[src/hdl/assert_macros.svh]
// Assertion helpers used by the compositor controller.
`ifndef ASSERT_MACROS_SVH
`define ASSERT_MACROS_SVH

// Clocked implication, disabled in reset.
`define AST_IMPL(label, clk, rst_n, ante, cons, msg) \
    label: assert property (@(posedge clk) disable iff (!rst_n) (ante) |-> (cons)) \
        else $error(msg);

// Next-cycle implication, disabled in reset.
`define AST_NEXT(label, clk, rst_n, ante, cons, msg) \
    label: assert property (@(posedge clk) disable iff (!rst_n) (ante) |=> (cons)) \
        else $error(msg);

`endif

[src/hdl/afc_pkg.sv]
package afc_pkg;

    localparam int unsigned MAX_WIDTH  = 64;
    localparam int unsigned MAX_HEIGHT = 32;

    localparam logic [1:0] ACT_FRAME  = 2'd0;
    localparam logic [1:0] ACT_PIXEL  = 2'd1;
    localparam logic [1:0] ACT_READ   = 2'd2;
    localparam logic [1:0] ACT_UNUSED = 2'd3;

    localparam logic REG_CANVAS_W = 1'b0;
    localparam logic REG_CANVAS_H = 1'b1;

    localparam logic [7:0] ALPHA_FULL = 8'd255;

    typedef struct packed {
        logic [1:0]  action;
        logic [5:0]  frame_x;
        logic [4:0]  frame_y;
        logic [6:0]  frame_width;
        logic [5:0]  frame_height;
        logic        alpha_present;
        logic        blend_over;
        logic        dispose_background;
        logic [31:0] pixel_rgba;
        logic [5:0]  read_x;
        logic [4:0]  read_y;
    } t_in_item;

    typedef struct packed {
        logic [7:0] read_red;
        logic [7:0] read_green;
        logic [7:0] read_blue;
        logic       key_frame;
        logic       clipped;
    } t_out_item;

    // controller -> datapath commands
    typedef struct packed {
        logic load_item;   // capture input item
        logic clr_start;   // begin a clear sweep of the current rectangle
        logic clr_step;    // sweep one pixel
        logic frame_done;  // commit frame-start bookkeeping
        logic mem_rd;      // read canvas at item address
        logic mem_wr;      // write canvas at item address
        logic pix_adv;     // advance raster position
        logic result;      // emit result
    } t_cmd;

    // datapath -> controller status
    typedef struct packed {
        logic init_run;      // post-reset canvas clear in progress
        logic action_frame;
        logic action_pixel;
        logic action_read;
        logic need_disp;     // previous frame disposes to background
        logic key;           // new frame judged key
        logic clr_last;      // sweep at last pixel
        logic pix_in;        // pixel lands on canvas
        logic pix_need_rd;   // pixel requires blending read
    } t_status;

    // (s*a + d*(255-a)) / 255 via reciprocal and correction
    function automatic logic [7:0] mix255(input logic [7:0] s, input logic [7:0] d,
                                          input logic [7:0] a);
        logic [16:0] sum;
        logic [16:0] q;
        logic [16:0] r;
        begin
            sum = 17'({9'd0, s} * {9'd0, a}) + 17'({9'd0, d} * {9'd0, 8'd255 - a});
            q = 17'((25'({8'd0, sum}) * 25'd257) >> 16);
            r = sum - 17'(q * 17'd255);
            if (r >= 17'd255) q = q + 17'd1;
            mix255 = q[7:0];
        end
    endfunction

endpackage

[src/hdl/afc_ctrl.sv]
`include "assert_macros.svh"

module afc_ctrl (
    input  logic            i_clk,
    input  logic            i_rst_n,
    input  logic            i_start,
    output logic            o_busy,
    input  afc_pkg::t_status i_st,
    output afc_pkg::t_cmd   o_cmd
);

    typedef enum logic [7:0] {
        S_IDLE  = 8'b00000001,
        S_DEC   = 8'b00000010,
        S_DISP  = 8'b00000100,
        S_KEYCK = 8'b00001000,
        S_KEY   = 8'b00010000,
        S_RD    = 8'b00100000,
        S_WR    = 8'b01000000,
        S_INIT  = 8'b10000000
    } t_state;

    t_state r_state, n_state;

    always_ff @(posedge i_clk) begin
        if (!i_rst_n) begin
            r_state <= S_INIT;
        end else begin
            r_state <= n_state;
        end
    end

    always_comb begin
        n_state = r_state;
        o_cmd = '0;
        case (r_state)
            S_INIT: begin
                if (!i_st.init_run) n_state = S_IDLE;
            end
            S_IDLE: begin
                if (i_start) begin
                    o_cmd.load_item = 1'b1;
                    n_state = S_DEC;
                end
            end
            S_DEC: begin
                if (i_st.action_frame) begin
                    if (i_st.need_disp) begin
                        o_cmd.clr_start = 1'b1;
                        n_state = S_DISP;
                    end else begin
                        n_state = S_KEYCK;
                    end
                end else if (i_st.action_pixel && i_st.pix_in) begin
                    if (i_st.pix_need_rd) begin
                        o_cmd.mem_rd = 1'b1;
                        n_state = S_RD;
                    end else begin
                        o_cmd.mem_wr = 1'b1;
                        o_cmd.pix_adv = 1'b1;
                        o_cmd.result = 1'b1;
                        n_state = S_IDLE;
                    end
                end else if (i_st.action_read) begin
                    o_cmd.mem_rd = 1'b1;
                    n_state = S_RD;
                end else begin
                    o_cmd.pix_adv = i_st.action_pixel;
                    o_cmd.result = 1'b1;
                    n_state = S_IDLE;
                end
            end
            S_DISP: begin
                o_cmd.clr_step = 1'b1;
                if (i_st.clr_last) n_state = S_KEYCK;
            end
            S_KEYCK: begin
                if (i_st.key) begin
                    o_cmd.clr_start = 1'b1;
                    n_state = S_KEY;
                end else begin
                    o_cmd.frame_done = 1'b1;
                    o_cmd.result = 1'b1;
                    n_state = S_IDLE;
                end
            end
            S_KEY: begin
                o_cmd.clr_step = 1'b1;
                if (i_st.clr_last) begin
                    o_cmd.frame_done = 1'b1;
                    o_cmd.result = 1'b1;
                    n_state = S_IDLE;
                end
            end
            S_RD: begin
                n_state = S_WR;
            end
            S_WR: begin
                // read data is registered now
                if (i_st.action_pixel) begin
                    o_cmd.mem_wr = 1'b1;
                    o_cmd.pix_adv = 1'b1;
                end
                o_cmd.result = 1'b1;
                n_state = S_IDLE;
            end
            default: begin
                n_state = S_IDLE;
            end
        endcase
    end

    assign o_busy = (r_state != S_IDLE);

    `AST_NEXT(a_accept_busy, i_clk, i_rst_n, i_start && !o_busy, o_busy,
              "accepted item did not make block busy")
    `AST_IMPL(a_one_result, i_clk, i_rst_n, o_cmd.result, o_busy,
              "result while idle")
    `AST_IMPL(a_no_wr_clear, i_clk, i_rst_n, o_cmd.clr_step, !o_cmd.mem_wr,
              "pixel write during clear sweep")

endmodule

[config.mk]
export PLATFORM = sky130hd
export DESIGN_NAME = afc_ctrl
export DESIGN_NICKNAME = d
export VERILOG_FILES = /design/src/hdl/afc_pkg.sv /design/src/hdl/afc_ctrl.sv
export VERILOG_INCLUDE_DIRS = /design/src /design/src/hdl
export SDC_FILE = /design/constraint.sdc
export NUM_CORES = 1
export LEC_CHECK = 0
export BUFFER_PORTS_ARGS = -buffer_cell sky130_fd_sc_hd__buf_2
export CAP_MARGIN = 10
export CORE_MARGIN = 10
export CORE_UTILIZATION = 52
export DETAILED_ROUTE_END_ITERATION = 8
export HOLD_SLACK_MARGIN = 0.1
export PLACE_DENSITY = 0.81
export SYNTH_ARGS = -nofsm -noshare
export SYNTH_HDL_FRONTEND = slang
export SYNTH_SLANG_ARGS = --single-unit
[constraint.sdc]
create_clock -name i_clk -period 4 [get_ports i_clk]
set_input_delay 0.8 -clock i_clk [delete_from_list [all_inputs] [get_ports i_clk]]
set_output_delay 0.8 -clock i_clk [all_outputs]
set_load 0.01 [all_outputs]
* After elaboration in Yosys (flattened, before gate mapping)
Cells that the tools add are included.
** Storage, ports and cells
- Bits in read-only memories :: 0
- Memories :: 0
- Flip-flop bits (word level) :: 8
- Input port bits :: 12
- Output and inout port bits :: 9
- Latch bits :: 0
- Bits in writable memories :: 0
** Operators by class
- Eq/ne operators :: 13
- Div/mod/pow operators :: 0
- Order comparisons :: 0
- $add $sub $neg :: 0
- Reductions and logical operators :: 3
- Multiply operators :: 0
- Muxes and demuxes :: 33
- Bitwise logic cells :: 0
- Shift-type cells :: 0
** Operator list (number)
- $pmux 8 s7 :: 1
- $mux 8 :: 6
- $mux 1 :: 13
- $mux 6 :: 2
- $eq 8x1->1 const B :: 1
- $eq 8x2->1 const B :: 1
- $eq 8x3->1 const B :: 1
- $eq 8x4->1 const B :: 1
- $eq 8x5->1 const B :: 1
- $eq 8x6->1 const B :: 1
- $eq 8x7->1 const B :: 1
- $eq 8x8->1 const B :: 1
- $mux 4 :: 2
- $ne 2x2->1 const B :: 4
- $ne 8x1->1 const B :: 1
- $mux 2 :: 3
- $mux 5 :: 1
- $pmux 1 s2 :: 2
- $pmux 1 s4 :: 1
- $pmux 2 s2 :: 1
- $reduce_and 4->1 :: 1
- $mux 3 :: 1
- $reduce_or 2->1 :: 1
- $logic_and 1x1->1 :: 1

* Depth between registers and ports, before layout
Gate-level depths: netlist of run 1.
- Depth in word-level cells :: 4
- Mapped depth :: 5

* Worst setup path after synthesis of run 1
OpenSTA, ideal clock, no wires.
- Path kind :: flip-flop to output port
- Start point :: register r_state[3]
- End point :: output port o_cmd[1] (netlist name)
- Slack :: 1.589 ns
- Data required time :: 3.200 ns
- Cell stages (with the launch flop) :: 6
- Data arrival time :: 1.611 ns
- Path buffers :: 1
- Cell sequence :: dfxtp_1 > buf_6 > or4_4 > nor4_4 > nand2_1 > a21boi_0
** RTL lines
- start: declaration :: RTL line afc_ctrl.sv:23 : t_state r_state, n_state;
- start signal: assignment :: RTL line afc_ctrl.sv:29 : r_state <= n_state;
- end: declaration :: RTL line afc_ctrl.sv:9 : output afc_pkg::t_cmd o_cmd

==> run_results.csv, run 1 <==
group,metric,value,unit
routing,average_wire_per_cell_in_the_routed_design,14.9,um
die,floorplan.die_area,0.00316,mm^2
placed_design,dp_hpwl,1350,um
setup_path,setup.worst_path.start_class,"flip-flop",
routing,drt_first_pass_iters,4,
final_layout,drive_above_1_share,0.333,
yosys,ys_types,39,
pwr,share_clk_of_total_power,0.362,
final_layout,registers.top_by_ff_count,"r_state",
setup_path,worstPathRequired,3.20,ns
worst_hold_path,worst_hold_path_type,"flip-flop to flip-flop",
clock_tree,clk_pin_slew,0.06,ns
timing,actual_slew_at_the_worst_max_slew_pin,0.645,ns
setup_path,regToRegSetupSlack,2.13,ns
routing,detail_route.wirelength,1690,um
setup_path,setup.worst_path.end,"o_cmd[0]",
global_routing,grt_start_max_net_pins,13,
timing,final_setup_vio_count,0,
global_routing,groute.usage.overall,0.101,
setup_path,critPathCaptureType,"output port",
yosys,count_of_flip_flops_with_a_built_in_enable_after_synthesis,0,
yosys,postSynth.topFlopCell,"dfxtp_1",
final_layout,post-route-util,0.665,
timing,fin_setup_tns,0,ns
pwr,switching_share,0.280,
timing,min_period,2.81,ns
pwr,internal-power,0.131,mW
pwr,seq_power_share,0.467,
clock_tree,cts-root-buf,"clkbuf_4",
yosys,main_combinational_cell_family_by_area_after_synthesis,"simple AND/OR/NAND/NOR gates",
timing,drv_slew,0,
pwr,share_of_total_power_in_combinational_logic,0.170,
clock_tree,clock_tree.htree_level_count,1,
timing,final.setup_skew,0.000578,ns
clock_tree,ctsHoldBuffers,0,
yosys,synth_area_leaders,"dfxtp_1, nand2_1, nor4b_4, a21boi_1, inv_1",
global_routing,antenna_found_initial,0,
pwr,max-vdd-ir-drop,0.150,mV
yosys,syn_area,681,um^2
clock_tree,clkLatencyLatePin,0.26,ns
setup_path,crit_start,"r_state[1]$_SDFFE_PN0P_",
yosys,synth.ff_latch_count,8,
yosys,synth-compound-area-share,0.162,
routing,avgViaCountPerCell,5.91,
setup_path,timing.critical_path.slowest_cell_delay,0.56,ns
clock_tree,postCtsSetupBuffers,0,
setup_path,timing.critical_path.slowest_stage_cell,"or4_4",
die,effective_utilization_at_floorplan,0.581,
yosys,synth_top_area_frac,0.235,
die,placeableCoreArea,0.00117,mm^2
timing,rsz0062_at_grt,"no",
clock_tree,cts-resized-gates,0,
timing,min_period_over_period,0.702,
yosys,synth_mux_area_frac,0.0294,
yosys,syn_inst,80,
final_layout,number_of_flip_flops_under_the_largest_register_name,8,
setup_path,worstReg2RegStart,"r_state[2]$_SDFFE_PN0P_",
timing,fmax,356,MHz
pwr,cellPowerDensity,233,mW/mm^2
routing,final_antenna_net_count,0,
setup_path,criticalPathCategory,"flip-flop to output port",
yosys,synth_nets,92,
routing,highest_signal_layer_in_the_routed_design,"met4",
setup_path,rr_worst_depth,4,
global_routing,global_route_wire_length_before_repair,2710,um
routing,dr.first_iter.drc_count,17,
pwr,leakage,0.370,nW
yosys,yosys.area_share.xor_xnor,0.0257,
final_layout,layout-area-overhead-vs-synth,14.3,%
clock_tree,clk_path_buf_depth,2,
die,die_w,56.2,um
yosys,synth-async-reset-ratio,0,
yosys,synth.yosys.seq_area_share,0.235,
clock_tree,numClockSinks,8,
placed_design,place.port_buffers,20,
yosys,synth.yosys.warnings,0,
setup_path,worstPathMaxFanout,7,
timing,hold_viol_final,0,
die,io_pins,21,
global_routing,grt_pass1_vias,616,
routing,route.detailed.drc,0,
routing,met2_wire_length,762,um
yosys,synth_fa_ha_area_frac,0,
setup_path,worst-endpoint-arrival,2.01,ns
yosys,yosys.area.top_type,"dfxtp_1",
final_layout,fin_nets,113,
timing,maxSlewHeadroom,0.566,
yosys,synth_simple_gate_area_share,0.452,
routing,overall_via_count_from_detail_route,668,
clock_tree,tritoncts,"done",
placed_design,finalWeightedCongestion,0.791,
setup_path,worst_r2r_endpoint,"r_state[0]$_SDFFE_PN0P_",
yosys,synth_area_per_cell,8.51,um^2
pwr,power.switching,0.0507,mW
setup_path,cp_cell_sequence,"or4_4, nor4_1, a31o_2, nand3b_1, buf_2",
die,floorplan.rows,12,
clock_tree,cts_made_buffers,3,
job,max_cap_viol_count,0,
die,die_extent_in_y,56.2,um
final_layout,mostFrequentLayoutCell,"buf_2",
routing,m1WireLength,786,um
final_layout,antenna_cells_inserted,0,
routing,route.met3.wl,106,um
run_status,status,"completed",
global_routing,grt.overflow.total,0,
final_layout,reg_top3,"r_state: 8 flops",
final_layout,layout_common_cells,"buf_2, dfxtp_1, nand2_1, inv_1, nor2_1",
[metal layers]
layer / up-vias / track usage
li1: 342 / -
met1: 292 / 0.124
met2: 30 / 0.161
met3: 4 / 0.0273
met4: 0 / 0.0410
met5: - / 0
[final cells by class]
type | instances | area [um^2]
Clock buffer | 3 | 22.5
Fill cell | 101 | 393
Inverter | 6 | 22.5
Multi-Input combinational cell | 62 | 455
Sequential cell | 8 | 160
Tap cell | 14 | 17.5
Timing Repair Buffer | 20 | 100
[cell usage after synthesis, types with 2 or more instances]
cell type / instances
a31o_2: 2
dfxtp_1: 8
or4_4: 2
nand2_1: 7
a21boi_1: 3
xor2_1: 2
nand3b_1: 3
o31ai_1: 2
nor3_1: 4
nand3_1: 3
mux2i_1: 2
nor4_1: 3
inv_1: 6
and2_1: 2
nor4b_1: 2
nor2_1: 6
[worst min path at each step]
stage / depth (start not counted) / startpoint / slack (ns) / end
after floorplan: 1 / r_state[5]$_SDFFE_PN0P_ / 0.54 / r_state[6]$_SDFFE_PN0P_
after global placement: 2 / r_state[4]$_SDFFE_PN0P_ / 0.59 / r_state[4]$_SDFFE_PN0P_
after detailed placement: 1 / r_state[5]$_SDFFE_PN0P_ / 0.60 / r_state[6]$_SDFFE_PN0P_
after CTS: 2 / r_state[4]$_SDFFE_PN0P_ / 0.60 / r_state[4]$_SDFFE_PN0P_
after global routing: 1 / r_state[5]$_SDFFE_PN0P_ / 0.63 / r_state[6]$_SDFFE_PN0P_
final: 2 / r_state[4]$_SDFFE_PN0P_ / 0.61 / r_state[4]$_SDFFE_PN0P_
[worst max-delay path, delay by kind of cell (launching register included)]
family,cells,cell delay [ns]
flip-flops,1,0.38
buffers and inverters,1,0.14
AND/OR/NAND/NOR,3,1.04
AO/OA/AOI/OAI,1,0.19
[power by group through the flow]
stage	registers (mW)	clock network, mW	logic [mW]
2_1_floorplan	0.0857	0	0.0186
4_1_cts	0.0846	0.0658	0.0308
5_1_grt	0.0850	0.0689	0.0339
3_5_place_dp	0.0863	0	0.0306
3_3_place_gp	0.0864	0	0.0302
6_report	0.0847	0.0657	0.0309
[stage by stage]
stage / worst slack [ns] / hold slack [ns] / instance area, um^2 / instances / power, mW
floorplan: 1.59 / 0.537 / 681 / 80 / 0.104
global placement: 1.47 / 0.589 / 756 / 110 / 0.117
CTS: 1.18 / 0.604 / 778 / 113 / 0.181
global route: 1.04 / 0.631 / 778 / 113 / 0.188
detailed placement: 1.46 / 0.597 / 756 / 110 / 0.117
finish: 1.19 / 0.607 / 778 / 113 / 0.181
[cells by family (layout without fill, tap and decap cells)]
| group | Yosys count | in the layout |
|---|---|---|
| flops | 8 | 8 |
| simple gates | 45 | 45 |
| compound gates | 13 | 13 |
| buf+inv | 10 | 29 |
| xor+xnor | 2 | 2 |
| mux | 2 | 2 |
Power figures use the tool's default switching activity.
==> inputs of run 2 (changes only) <==
Settings changed: CORE_UTILIZATION 52 to 44, PLACE_DENSITY 0.81 to 0.73.
Clock period 4 ns to 2.41 ns, I/O delays scaled along.
==> run 2 against run 1 <==
Against the previous run:
- final cell count rose by 5.3%
- register-to-register slack worse by 1.6 ns
- first-iteration DRC count is 12% lower
- power rose by 64%
- die area is 12% higher
- global-route usage rose by 0.30 points
- final area rose by 7.4%
- combinational power rose by 74%
- clock skew up 0.00061 ns
- hold slack got worse by 0.15 ns
- utilization shrank 10 points
- largest power group unchanged
- highest routed layer unchanged
==> run_results.csv, run 2 (synthesis gave the netlist of run 1 again) <==
group,metric,value,unit
global_routing,antenna_found_initial,0,
routing,detail_route.wirelength,1740,um
final_layout,layout.filler_cells,147,
placed_design,post-place-cells,114,
die,die_extent_in_y,59.3,um
worst_hold_path,worst_hold_path_type,"input pin to flip-flop",
global_routing,grt.overflow.total,0,
final_layout,reg_top3,"r_state: 8 flops",
global_routing,groute.usage.overall,0.104,
timing,rsz0062_at_grt,"yes",
die,floorplan.rows,14,
final_layout,layout-area-overhead-vs-synth,22.8,%
final_layout,mostFrequentLayoutCell,"buf_2",
die,io_pins,21,
job,max_cap_viol_count,0,
final_layout,stdcell_area,836,um^2
timing,min_period,2.34,ns
setup_path,critPathCaptureType,"output port",
clock_tree,clk_pin_slew,0.05,ns
timing,actual_slew_at_the_worst_max_slew_pin,0.467,ns
placed_design,pre_cts_slack,0.221,ns
clock_tree,tritoncts,"done",
run_status,status,"completed",
timing,min_period_over_period,0.971,
clock_tree,cts_made_buffers,3,
clock_tree,clock_tree.htree_level_count,1,
setup_path,worst-endpoint-arrival,1.86,ns
die,placeableCoreArea,0.00149,mm^2
timing,hold_viol_final,0,
global_routing,global_route_wire_length_before_repair,2920,um
clock_tree,numClockSinks,8,
die,effective_utilization_at_floorplan,0.457,
routing,drt_first_pass_iters,4,
setup_path,worstPathMaxFanout,6,
setup_path,timing.critical_path.slowest_stage_cell,"or4_4",
setup_path,timing.critical_path.slowest_cell_delay,0.57,ns
clock_tree,clk_path_buf_depth,2,
die,die_w,59.3,um
die,floorplan.die_area,0.00352,mm^2
pwr,total_power,0.296,mW
timing,final.setup_skew,0.00119,ns
clock_tree,clkLatencyLatePin,0.25,ns
routing,average_wire_per_cell_in_the_routed_design,14.6,um
setup_path,setup.worst_path.start_class,"flip-flop",
final_layout,antenna_cells_inserted,0,
clock_tree,cts-root-buf,"clkbuf_4",
global_routing,grt_pass1_vias,676,
timing,maxSlewHeadroom,0.684,
final_layout,layout_common_cells,"buf_2, nand2_1, inv_1, nor2_1, dfxtp_1",
placed_design,place.port_buffers,20,
routing,route.detailed.drc,0,
timing,final_setup_vio_count,0,
final_layout,layoutNonFillerInstCount,119,
routing,final_antenna_net_count,0,
placed_design,finalWeightedCongestion,0.846,
setup_path,worstPathRequired,1.93,ns
pwr,cellPowerDensity,355,mW/mm^2
pwr,leakage,0.392,nW
routing,dr.first_iter.drc_count,15,
final_layout,number_of_flip_flops_under_the_largest_register_name,8,
final_layout,drive_above_1_share,0.398,
setup_path,criticalPathCategory,"flip-flop to output port",
setup_path,cp_cell_sequence,"or4_4, nor4_4, nand3b_1, a21boi_1, buf_2",
timing,timing.final.ws_setup,0.0708,ns
routing,avgViaCountPerCell,5.79,
placed_design,dpl-instance-area,773,um^2
timing,drv_slew,0,
placed_design,dp_hpwl,1400,um
routing,overall_via_count_from_detail_route,689,
final_layout,fin_nets,117,
pwr,max-vdd-ir-drop,0.240,mV
timing,fmax,428,MHz
timing,fin_setup_tns,0,ns
clock_tree,ctsHoldBuffers,0,
final_layout,registers.top_by_ff_count,"r_state",
global_routing,grt_start_max_net_pins,12,
run 2: changes by cell type in the layout (fill, tap and decap cells not counted), sizes merged:
cell,delta
buf,+4
run 2: worst paths after layout:
path,to,cells after the start,startpoint,slack (ns)
worst max-delay path,o_cmd[2],5,r_state[3]$_SDFFE_PN0P_,0.07
worst min-delay path,r_state[7]$_SDFFE_PN1P_,2,i_rst_n,0.46
worst max register to register,r_state[0]$_SDFFE_PN0P_,5,r_state[3]$_SDFFE_PN0P_,0.54
worst min register to register,r_state[4]$_SDFFE_PN0P_,2,r_state[4]$_SDFFE_PN0P_,0.54
run 2: cell type report:
class | count | area (um^2) | area share
sequential | 8 | 165 | 0.198
multi-input combinational | 62 | 475 | 0.569
inverter | 6 | 22.5 | 0.0269
clock buffer | 3 | 22.5 | 0.0269
tap | 16 | 20.0 | 0.0240
timing repair buffer | 24 | 130 | 0.156
run 2: report_power, final:
part / leakage (nW) / switching (mW) / internal (mW)
clock network: 0.0138 / 0.0461 / 0.0570
registers: 0.0665 / 0.00475 / 0.135
logic: 0.312 / 0.0297 / 0.0241
run 2: what timing repair did:
item / 4_1_cts / 5_1_grt
pin swaps: 1 / 8
setup buffers: 0 / 2
resized for setup: 1 / 6
endpoints found under the setup margin: 3 / 4
run 2: stage by stage:
step	hold WS, ns	utilization
after floorplan	0.537	-
after global placement	0.568	0.519
after detailed placement	0.591	0.519
after CTS	0.452	0.539
after global routing	0.457	0.561
final	0.457	0.561
run 2: per-layer routing:
layer	vias to the layer above	wire (um)	share of wire	GRT usage
met2	23	842	0.48	0.156
met3	5	126	0.072	0.0365
met1	311	732	0.42	0.125
met4	0	38	0.022	0.0590
li1	350	-	-	-
met5	-	0	0	0
run 2: critical path, delay by kind of cell (launching register included):
| family | cells | cell delay [ns] |
|---|---|---|
| buffers and inverters | 1 | 0.15 |
| and+or+nand+nor | 3 | 0.97 |
| DFF | 1 | 0.35 |
| AOI/OAI and AO/OA | 1 | 0.12 |
==> inputs of run 3 (changes only) <==
==> constraint.sdc (replaced) <==
create_clock -name i_clk -period 2.41 [get_ports i_clk]
set_input_delay 0.241 -clock i_clk [delete_from_list [all_inputs] [get_ports i_clk]]
set_output_delay 0.241 -clock i_clk [all_outputs]
set_load 0.01 [all_outputs]
==> run 3 against run 2 <==
Against the previous run:
- largest cell class unchanged
- final area is 6.6% lower
- register-to-register slack better by 0.02 ns
- first-iteration DRC count is 6.7% lower
- sequential share of layout area is 0.75 points higher
- critical path type unchanged
- worst setup slack better by 0.073 ns
- fmax is 3.2% higher
==> run_results.csv, run 3 (synthesis gave the netlist of run 1 again) <==
group,metric,value,unit
setup_path,worstPathRequired,2.17,ns
final_layout,stdcell_area,781,um^2
worst_hold_path,worstHoldPathCells,2,
placed_design,finalWeightedCongestion,0.813,
clock_tree,tritoncts,"done",
placed_design,dpl-instance-area,758,um^2
timing,fmax,441,MHz
die,effective_utilization_at_floorplan,0.457,
pwr,seq_power_share,0.469,
routing,average_wire_per_cell_in_the_routed_design,14.4,um
final_layout,layout-area-overhead-vs-synth,14.7,%
pwr,cellPowerDensity,384,mW/mm^2
worst_hold_path,worst_hold_path_type,"input pin to flip-flop",
die,floorplan.rows,14,
final_layout,registers.top_by_ff_count,"r_state",
global_routing,global_route_wire_length_before_repair,2990,um
placed_design,dp_hpwl,1390,um
placed_design,place.port_buffers,20,
final_layout,antenna_cells_inserted,0,
global_routing,grt.overflow.total,0,
final_layout,reg_top3,"r_state: 8 flops",
clock_tree,clkLatencyLatePin,0.26,ns
clock_tree,clk_pin_slew,0.06,ns
pwr,share_of_total_power_in_combinational_logic,0.174,
timing,worst_hold_slack,0.212,ns
final_layout,mostFrequentLayoutCell,"buf_2",
final_layout,fin_nets,113,
timing,rsz0062_at_grt,"no",
routing,detail_route.wirelength,1660,um
final_layout,layout_common_cells,"buf_2, dfxtp_1, nand2_1, inv_1, nor2_1",
clock_tree,cts_made_buffers,3,
final_layout,drive_above_1_share,0.333,
die,floorplan.die_area,0.00352,mm^2
clock_tree,cts-root-buf,"clkbuf_4",
pwr,internal-power,0.217,mW
pwr,leakage,0.370,nW
clock_tree,numClockSinks,8,
setup_path,worst-endpoint-arrival,2.03,ns
job,max_cap_viol_count,0,
run_status,status,"completed",
pwr,max-vdd-ir-drop,0.227,mV
clock_tree,postCtsSetupBuffers,0,
timing,fin_setup_tns,0,ns
routing,overall_via_count_from_detail_route,678,
pwr,switching_share,0.277,
routing,drt_first_pass_iters,4,
routing,dr.first_iter.drc_count,14,
final_layout,layout.filler_cells,154,
final_layout,number_of_flip_flops_under_the_largest_register_name,8,
setup_path,critPathCaptureType,"output port",
setup_path,rr_worst_depth,4,
clock_tree,ctsHoldBuffers,0,
timing,actual_slew_at_the_worst_max_slew_pin,0.678,ns
setup_path,worstPathMaxFanout,6,
timing,drv_slew,0,
setup_path,criticalPathCategory,"flip-flop to output port",
pwr,share_clk_of_total_power,0.357,
global_routing,grt_start_max_net_pins,13,
timing,hold_viol_final,0,
die,die_extent_in_y,59.3,um
final_layout,multiInputGateArea,455,um^2
final_layout,final-seq-area,160,um^2
timing,final.setup_skew,0.00726,ns
pwr,total_power,0.299,mW
timing,min_period,2.27,ns
routing,final_antenna_net_count,0,
setup_path,setup.worst_path.start_class,"flip-flop",
pwr,power.switching,0.0828,mW
routing,route.detailed.drc,0,
global_routing,grt_pass1_vias,690,
global_routing,groute.usage.overall,0.109,
clock_tree,clock_tree.htree_level_count,1,
timing,final_setup_vio_count,0,
global_routing,antenna_found_initial,0,
clock_tree,clk_path_buf_depth,2,
routing,avgViaCountPerCell,5.90,
die,io_pins,21,
timing,min_period_over_period,0.940,
clock_tree,cts-resized-gates,0,
die,die_w,59.3,um
die,placeableCoreArea,0.00149,mm^2
timing,maxSlewHeadroom,0.544,
## run 3: changes by cell type in the layout (fill, tap and decap cells not counted), sizes merged
cell  change
buf       -4
## run 3: path summary, 6_finish.rpt
path | end | start | slack, ns
worst max register to register | r_state[0]$_SDFFE_PN0P_ | r_state[2]$_SDFFE_PN0P_ | 0.56
worst min register to register | r_state[6]$_SDFFE_PN0P_ | r_state[5]$_SDFFE_PN0P_ | 0.60
worst min-delay path | r_state[7]$_SDFFE_PN1P_ | i_rst_n | 0.21
worst max-delay path | o_cmd[0] | r_state[6]$_SDFFE_PN0P_ | 0.14
## run 3: layout make-up
class / count / share of cell area
repair buffers: 20 / 0.128
well taps: 16 / 0.0256
clock buffers: 3 / 0.0288
flip-flops and latches: 8 / 0.205
inverters: 6 / 0.0288
multi-input cells: 62 / 0.583
## run 3: power groups by stage
stage               combinational [mW]  sequential, mW  clock [mW]
finish                          0.0521           0.141       0.107
global route                    0.0575           0.141       0.122
CTS                             0.0520           0.140       0.111
detailed placement              0.0518           0.144           0
global placement                0.0509           0.143           0
floorplan                       0.0309           0.142           0
## run 3: through the flow
step | util | setup slack, ns | std cells
2_1_floorplan | - | 0.558 | 80
3_3_place_gp | 0.509 | 0.479 | 112
3_5_place_dp | 0.509 | 0.434 | 112
4_1_cts | 0.524 | 0.139 | 115
5_1_grt | 0.524 | 0.0310 | 115
6_report | 0.524 | 0.144 | 115
## run 3: worst max-delay path: stages (launching register included)
cell and delay, ns:
dfxtp_1 0.35, or4_4 0.60, nor4_1 0.38, a31o_2 0.19, nand3b_1 0.11, buf_2 0.14
## run 3: routing by layer
layer	wire [um]	share of wire	track usage	up-vias
met4	25	0.015	0.0590	0
met2	839	0.51	0.171	23
li1	-	-	-	338
met3	106	0.064	0.0386	3
met5	0	0	0	-
met1	684	0.41	0.125	314
